--- src/hw/rtl/mexp_pkg.sv ---
// shared constants and state types for the prime-modulus exponentiation block
// no dependencies; imported by mexp_modmul and modular_exponentiation_prime
`timescale 1ns / 1ps

package mexp_pkg;

    // prime modulus and derived constants
    localparam logic [29:0] MOD        = 30'd1000000009;
    localparam logic [29:0] INV_EXP    = 30'd1000000007;   // modulus minus two
    localparam logic [31:0] MOD_X2     = 32'd2000000018;   // twice the modulus
    // barrett factor floor(2^60 / modulus)
    localparam logic [30:0] BARRETT_MU = 31'd1152921494;

    // modular multiplier steps
    typedef enum logic [1:0] {
        MM_IDLE,
        MM_QEST,
        MM_QP,
        MM_RED
    } t_mm_state;

    // top level sequencer states
    typedef enum logic [2:0] {
        ST_IDLE,
        ST_SQ_GO,
        ST_SQ_WAIT,
        ST_MUL_GO,
        ST_MUL_WAIT,
        ST_DONE
    } t_state;

endpackage

--- src/hw/rtl/mexp_modmul.sv ---
// modular multiplier: one shared 31x31 multiplier reused for product and barrett steps
// depends on mexp_pkg
`timescale 1ns / 1ps

module mexp_modmul (
    input  logic        i_clk,
    input  logic        i_rst_n,
    input  logic        i_start,
    input  logic [29:0] i_a,
    input  logic [29:0] i_b,
    output logic        o_done,
    output logic [29:0] o_product
);
    import mexp_pkg::*;

    t_mm_state   r_state, n_state;
    logic [61:0] r_prod, n_prod;
    logic [31:0] r_xlo, n_xlo;
    logic [30:0] op_a, op_b;
    logic [61:0] mul_out;
    logic        mul_en;
    logic [31:0] diff;
    logic [32:0] diff1, diff2;

    // shared multiplier
    assign mul_out = op_a * op_b;

    // step sequencing and operand selection
    always_comb begin
        n_state = r_state;
        n_xlo   = r_xlo;
        op_a    = {1'b0, i_a};
        op_b    = {1'b0, i_b};
        mul_en  = 1'b0;
        o_done  = 1'b0;
        case (r_state)
            MM_IDLE: begin
                if (i_start) begin
                    mul_en  = 1'b1;
                    n_state = MM_QEST;
                end
            end
            MM_QEST: begin
                // quotient estimate from the top bits of the product
                op_a    = r_prod[59:29];
                op_b    = BARRETT_MU;
                mul_en  = 1'b1;
                n_xlo   = r_prod[31:0];
                n_state = MM_QP;
            end
            MM_QP: begin
                op_a    = r_prod[61:31];
                op_b    = {1'b0, MOD};
                mul_en  = 1'b1;
                n_state = MM_RED;
            end
            MM_RED: begin
                o_done  = 1'b1;
                n_state = MM_IDLE;
            end
            default: begin
                n_state = MM_IDLE;
            end
        endcase
        n_prod = mul_en ? mul_out : r_prod;
    end

    // final reduction: remainder is below three times the modulus
    always_comb begin
        diff  = r_xlo - r_prod[31:0];
        diff1 = {1'b0, diff} - {3'b000, MOD};
        diff2 = {1'b0, diff} - {1'b0, MOD_X2};
        if (!diff2[32]) begin
            o_product = diff2[29:0];
        end else if (!diff1[32]) begin
            o_product = diff1[29:0];
        end else begin
            o_product = diff[29:0];
        end
    end

    // step register
    always_ff @(posedge i_clk) begin
        if (!i_rst_n) begin
            r_state <= MM_IDLE;
        end else begin
            r_state <= n_state;
        end
    end

    // datapath registers
    always_ff @(posedge i_clk) begin
        r_prod <= n_prod;
        r_xlo  <= n_xlo;
    end

endmodule

--- src/hw/rtl/modular_exponentiation_prime.sv ---
// top level: square-and-multiply exponentiation modulo 1000000009
// depends on mexp_pkg and mexp_modmul
`timescale 1ns / 1ps

// Usage
//   Input channel: i_in_valid with i_operation, i_base_value, i_exponent; the
//   block raises o_in_stall while an item is in progress. Operation 0 gives
//   base to the exponent (low EXP_BITS bits), operation 1 gives the inverse.
//   Output channel: o_out_valid with o_residue; the receiver drives i_out_stall.
//   Each modular multiply runs in the shared multiplier in steps (product,
//   quotient estimate, quotient times modulus, reduce). Every exponent bit
//   costs one square and, for a set bit, one multiply. A zero base skips the
//   squares and multiplies and goes straight to the result.
//   One item is in work at a time; the next is accepted once the result has
//   moved to the output register, even while that result is still stalled.
//   A stalled result holds in the output register; a finished item waits
//   in its last state until the output register is free.
//   Reset (synchronous, active low) returns to idle and drops o_out_valid.

module modular_exponentiation_prime #(
    parameter int EXP_BITS = 32
) (
    input  logic        i_clk,
    input  logic        i_rst_n,
    input  logic        i_in_valid,
    output logic        o_in_stall,
    input  logic        i_operation,
    input  logic [29:0] i_base_value,
    input  logic [31:0] i_exponent,
    output logic        o_out_valid,
    input  logic        i_out_stall,
    output logic [29:0] o_residue
);
    import mexp_pkg::*;

    localparam int CNT_W = $clog2(EXP_BITS);

    t_state              r_state, n_state;
    logic [29:0]         r_acc, n_acc;
    logic [29:0]         r_base, n_base;
    logic [EXP_BITS-1:0] r_exp, n_exp;
    logic [CNT_W-1:0]    r_cnt, n_cnt;
    logic                r_out_valid, n_out_valid;
    logic [29:0]         r_residue, n_residue;

    logic        mm_start;
    logic [29:0] mm_b;
    logic        mm_done;
    logic [29:0] mm_product;
    logic [29:0] base_red;
    logic [63:0] exp_wide;
    logic        last_bit;
    logic        out_load;

    // shared modular multiplier, first operand is always the accumulator
    mexp_modmul u_modmul (
        .i_clk     (i_clk),
        .i_rst_n   (i_rst_n),
        .i_start   (mm_start),
        .i_a       (r_acc),
        .i_b       (mm_b),
        .o_done    (mm_done),
        .o_product (mm_product)
    );

    // input conditioning
    assign base_red = (i_base_value >= MOD) ? (i_base_value - MOD) : i_base_value;
    assign exp_wide = i_operation ? {34'd0, INV_EXP} : {32'd0, i_exponent};
    assign last_bit = (r_cnt == '0);

    assign o_in_stall  = (r_state != ST_IDLE);
    assign o_out_valid = r_out_valid;
    assign o_residue   = r_residue;

    // sequencer: next state and datapath control
    always_comb begin
        n_state  = r_state;
        n_acc    = r_acc;
        n_base   = r_base;
        n_exp    = r_exp;
        n_cnt    = r_cnt;
        mm_start = 1'b0;
        mm_b     = r_acc;
        out_load = 1'b0;
        case (r_state)
            ST_IDLE: begin
                if (i_in_valid) begin
                    n_base = base_red;
                    n_exp  = exp_wide[EXP_BITS-1:0];
                    n_cnt  = CNT_W'(EXP_BITS - 1);
                    if (base_red == '0) begin
                        n_acc   = '0;
                        n_state = ST_DONE;
                    end else begin
                        n_acc   = 30'd1;
                        n_state = ST_SQ_GO;
                    end
                end
            end
            ST_SQ_GO: begin
                mm_start = 1'b1;
                mm_b     = r_acc;
                n_state  = ST_SQ_WAIT;
            end
            ST_SQ_WAIT: begin
                if (mm_done) begin
                    n_acc = mm_product;
                    if (r_exp[EXP_BITS-1]) begin
                        n_state = ST_MUL_GO;
                    end else if (last_bit) begin
                        n_state = ST_DONE;
                    end else begin
                        n_cnt   = r_cnt - 1'b1;
                        n_exp   = r_exp << 1;
                        n_state = ST_SQ_GO;
                    end
                end
            end
            ST_MUL_GO: begin
                mm_start = 1'b1;
                mm_b     = r_base;
                n_state  = ST_MUL_WAIT;
            end
            ST_MUL_WAIT: begin
                if (mm_done) begin
                    n_acc = mm_product;
                    if (last_bit) begin
                        n_state = ST_DONE;
                    end else begin
                        n_cnt   = r_cnt - 1'b1;
                        n_exp   = r_exp << 1;
                        n_state = ST_SQ_GO;
                    end
                end
            end
            ST_DONE: begin
                if (!r_out_valid || !i_out_stall) begin
                    out_load = 1'b1;
                    n_state  = ST_IDLE;
                end
            end
            default: begin
                n_state = ST_IDLE;
            end
        endcase
    end

    // output register
    always_comb begin
        n_residue   = out_load ? r_acc : r_residue;
        n_out_valid = out_load | (r_out_valid & i_out_stall);
    end

    // control registers
    always_ff @(posedge i_clk) begin
        if (!i_rst_n) begin
            r_state     <= ST_IDLE;
            r_out_valid <= 1'b0;
        end else begin
            r_state     <= n_state;
            r_out_valid <= n_out_valid;
        end
    end

    // datapath registers
    always_ff @(posedge i_clk) begin
        r_acc     <= n_acc;
        r_base    <= n_base;
        r_exp     <= n_exp;
        r_cnt     <= n_cnt;
        r_residue <= n_residue;
    end

endmodule
--- config.mk ---
export PLATFORM = sky130hd
export DESIGN_NAME = modular_exponentiation_prime
export DESIGN_NICKNAME = d
export VERILOG_FILES = /design/src/hw/rtl/mexp_pkg.sv /design/src/hw/rtl/mexp_modmul.sv /design/src/hw/rtl/modular_exponentiation_prime.sv
export SDC_FILE = /design/constraint.sdc
export NUM_CORES = 2
export LEC_CHECK = 0
export BUFFER_PORTS_ARGS = -buffer_cell sky130_fd_sc_hd__buf_2
export CORE_AREA = 2 2 263 330
export DETAILED_ROUTE_END_ITERATION = 7
export DIE_AREA = 0 0 265 332
export GPL_ROUTABILITY_DRIVEN = 0
export PLACE_DENSITY = 0.69
export SYNTH_ARGS = -nofsm -noshare
export SYNTH_HDL_FRONTEND = slang
export SYNTH_SLANG_ARGS = --single-unit
--- constraint.sdc ---
create_clock -name i_clk -period 9.7 [get_ports i_clk]
set_input_delay 1.94 -clock i_clk [delete_from_list [all_inputs] [get_ports i_clk]]
set_output_delay 1.94 -clock i_clk [all_outputs]
set_load 0.03 [all_outputs]
==> results.json <==
{
  "grt_overflow": 0,
  "synthAdderAreaFrac": 0.478,
  "ioPinCount": 99,
  "min_path_type": "flip-flop to flip-flop",
  "die-area_sq_um": 88000,
  "yosys.cell_types.count": 92,
  "status": "finished, final reports clean",
  "fin_crit_sh": 0.983,
  "htreeDepth": 1,
  "drv_slew": 0,
  "synth_top_flop_cell": "edfxtp_1",
  "tns_ps": 0,
  "muxShareOfSynthArea": 0.00654,
  "cts.sinks": 227,
  "dp_hpwl_mm": 113,
  "max-cap-violations": 0,
  "synth_cells": 4666,
  "antenna_found_initial": 7,
  "rows": 120,
  "layout_commonest_cell": "fa_1",
  "route.vias.total": 35100,
  "avgRoutedWirePerCell_um": 23.6,
  "fin_worst_skew_ps": 18.6,
  "firstDrtPassIters": 7,
  "syn_area_sq_um": 42900,
  "synth_top_area_share": 0.391,
  "async_flop_share": 0,
  "layout_min_cycle_time_ps": 9540,
  "drt-initial-drc-count": 3315,
  "synthTopCellsByArea": "fa_1 39%, edfxtp_1 15%, ha_1 8.7%",
  "die_x_um": 265,
  "drc": 0,
  "synth_edf_count": 221,
  "initial_core_util": 0.505,
  "cts_made_buffers": 27,
  "avgSynthCellArea_sq_um": 9.19,
  "synth_top_family_by_area": "adder cells",
  "critPathMaxFanout": 31,
  "ys_seq_area_frac": 0.158,
  "maxSlewHeadroom": 0.250,
  "critPathSlowestCell": "fa_1",
  "cp-start-kind": "flip-flop",
  "hold_viol_final": 0,
  "ys_ff_latch": 227,
  "grt_pass1_vias": 36400,
  "synth-compound-area-share": 0.0932,
  "via_per_inst": 5.87,
  "synth_xor_area_frac": 0.0227,
  "ys_warn_count": 0,
  "rsz0062_at_grt": "true",
  "worst_path_most_repeated_cell": "fa_1",
  "cp.arrival_ps": 9860,
  "grt_max_degree": 70,
  "tightest_slew_ps": 1120,
  "fmax_mhz": 105,
  "r2r_start": "u_modmul.r_state[0]$_SDFFE_PN0P_",
  "fp.dieH_um": 332,
  "clock-root-buffer": "clkbuf_16",
  "port_buffers": 98,
  "wl_mm": 141,
  "place_ws_ps": -265,
  "clkTransAtPathRegs_ps": 60,
  "drive_above_1_share": 0.113,
  "finalNetCount": 6062,
  "yosys.area.top_type": "fa_1",
  "end_kind": "flip-flop",
  "hp-start": "u_modmul.r_prod[23]$_DFFE_PP_",
  "cp.required_ps": 10020,
  "cts_tree": "yes",
  "synthSimpleGateAreaFrac": 0.148,
  "final_cell_mix": "836 x fa_1, 835 x inv_1, 621 x nand2_1",
  "ctsHoldBuffers": 0,
  "cts_max_path_buffers": 3,
  "worstSetupPathType": "flip-flop to flip-flop",
  "area_delta_synth_final_pct": 11.8,
  "grt_pass1_wl_mm": 213,
  "clk_latency_ps": 570,
  "final_antenna_net_count": 0,
  "core_sq_um": 85000,
  "grtUsageTotal": 0.324,
  "cpPeakStageDelay_ps": 570,
  "finalWorstSetupSlack_ps": 162,
  "crit_path_start": "u_modmul.r_state[0]$_SDFFE_PN0P_",
  "finalSetupViolCount": 0
}
==> registers in the layout (all words and copies together), names as in the netlist <==
| name | cells |
|---|---|
| o_residue | 30 |
| r_state | 3 |
| u_modmul.r_state | 2 |
| u_modmul.r_prod | 62 |
| r_exp | 32 |
| u_modmul.r_xlo | 32 |
| r_cnt | 5 |
| r_base | 30 |
| r_acc | 30 |
| o_out_valid | 1 |
==> kinds of logic after synthesis <==
family,after synthesis
compound gates,587
xor+xnor,111
other cells,2
buf+inv,1066
simple gates,1510
mux,28
fa+ha+maj,1135
flops,227
==> per-stage QoR <==
stage | utilization | area (sq um) | hold slack [ps] | cells
global placement | 0.549 | 46700 | 431 | 5914
CTS | 0.560 | 47600 | 444 | 5964
detailed placement | 0.549 | 46700 | 434 | 5914
finish | 0.564 | 48000 | 442 | 5982
global route | 0.564 | 48000 | 459 | 5979
floorplan | - | 42900 | 426 | 4670
==> layer usage <==
metal / up-vias / track usage / routed length, um
met5: - / 0 / 92
met3: 720 / 0.0762 / 14000
met4: 12 / 0.248 / 14200
met2: 1970 / 0.540 / 66400
li1: 15000 / - / -
met1: 17400 / 0.359 / 46400
==> synthesized netlist by cell type, drive strengths merged (9+ instances only) <==
| cell | number |
|---|---|
| o31ai | 14 |
| buf | 23 |
| nand2b | 19 |
| a21o | 94 |
| nand3 | 44 |
| xnor2 | 71 |
| nor4 | 14 |
| o21bai | 13 |
| clkbuf | 205 |
| o21ai | 94 |
| nor2b | 17 |
| a22oi | 34 |
| a211oi | 14 |
| a22o | 16 |
| and2 | 49 |
| or3 | 19 |
| nor3 | 32 |
| xor2 | 40 |
| o211ai | 11 |
| mux2i | 28 |
| edfxtp | 221 |
| or4 | 9 |
| a31oi | 28 |
| nand2 | 624 |
| and3 | 26 |
| inv | 837 |
| nand4 | 15 |
| fa | 838 |
| o21a | 17 |
| a21oi | 169 |
| a21boi | 9 |
| or2 | 18 |
| nor2 | 604 |
| ha | 297 |
==> final timing paths <==
kind | to | slack, ps | cells after the start
hold / removal | u_modmul.r_xlo[23]$_DFFE_PN_ | 440 | 0
setup / recovery | u_modmul.r_prod[60]$_DFFE_PP_ | 160 | 33
hold reg to reg | u_modmul.r_xlo[23]$_DFFE_PN_ | 440 | 0
setup reg to reg | u_modmul.r_prod[60]$_DFFE_PP_ | 160 | 33
==> repair_timing <==
| item | CTS | global route |
|---|---|---|
| setup endpoints to repair | 6 | 16 |
| pin swaps | 0 | 7 |
| cloned | 0 | 3 |
| buffers inserted | 0 | 12 |
| resized for setup | 11 | 57 |
==> area by class of cell <==
type                       count  area (sq um)
antenna                        3          7.51
clock buffer                  34           702
clock inverter                16           176
fill                        7553         37000
inverter                     838          3150
multi-input combinational   3377         32500
sequential                   227          6760
tap                         1098          1370
timing repair buffer         389          3300
==> worst max-delay path: cells and delay by family, from the launching register on <==
family / cells / cell delay (ps)
AO/OA/AOI/OAI: 12 / 3020
buffers and inverters: 8 / 940
adder cells (fa/ha/maj): 10 / 4700
XOR/XNOR: 1 / 70
AND/OR/NAND/NOR: 2 / 230
flip-flops: 1 / 310
Power is left out: the tool's default activity adds up to more than one toggle a clock period on the data nets, which glitch-free logic cannot reach.
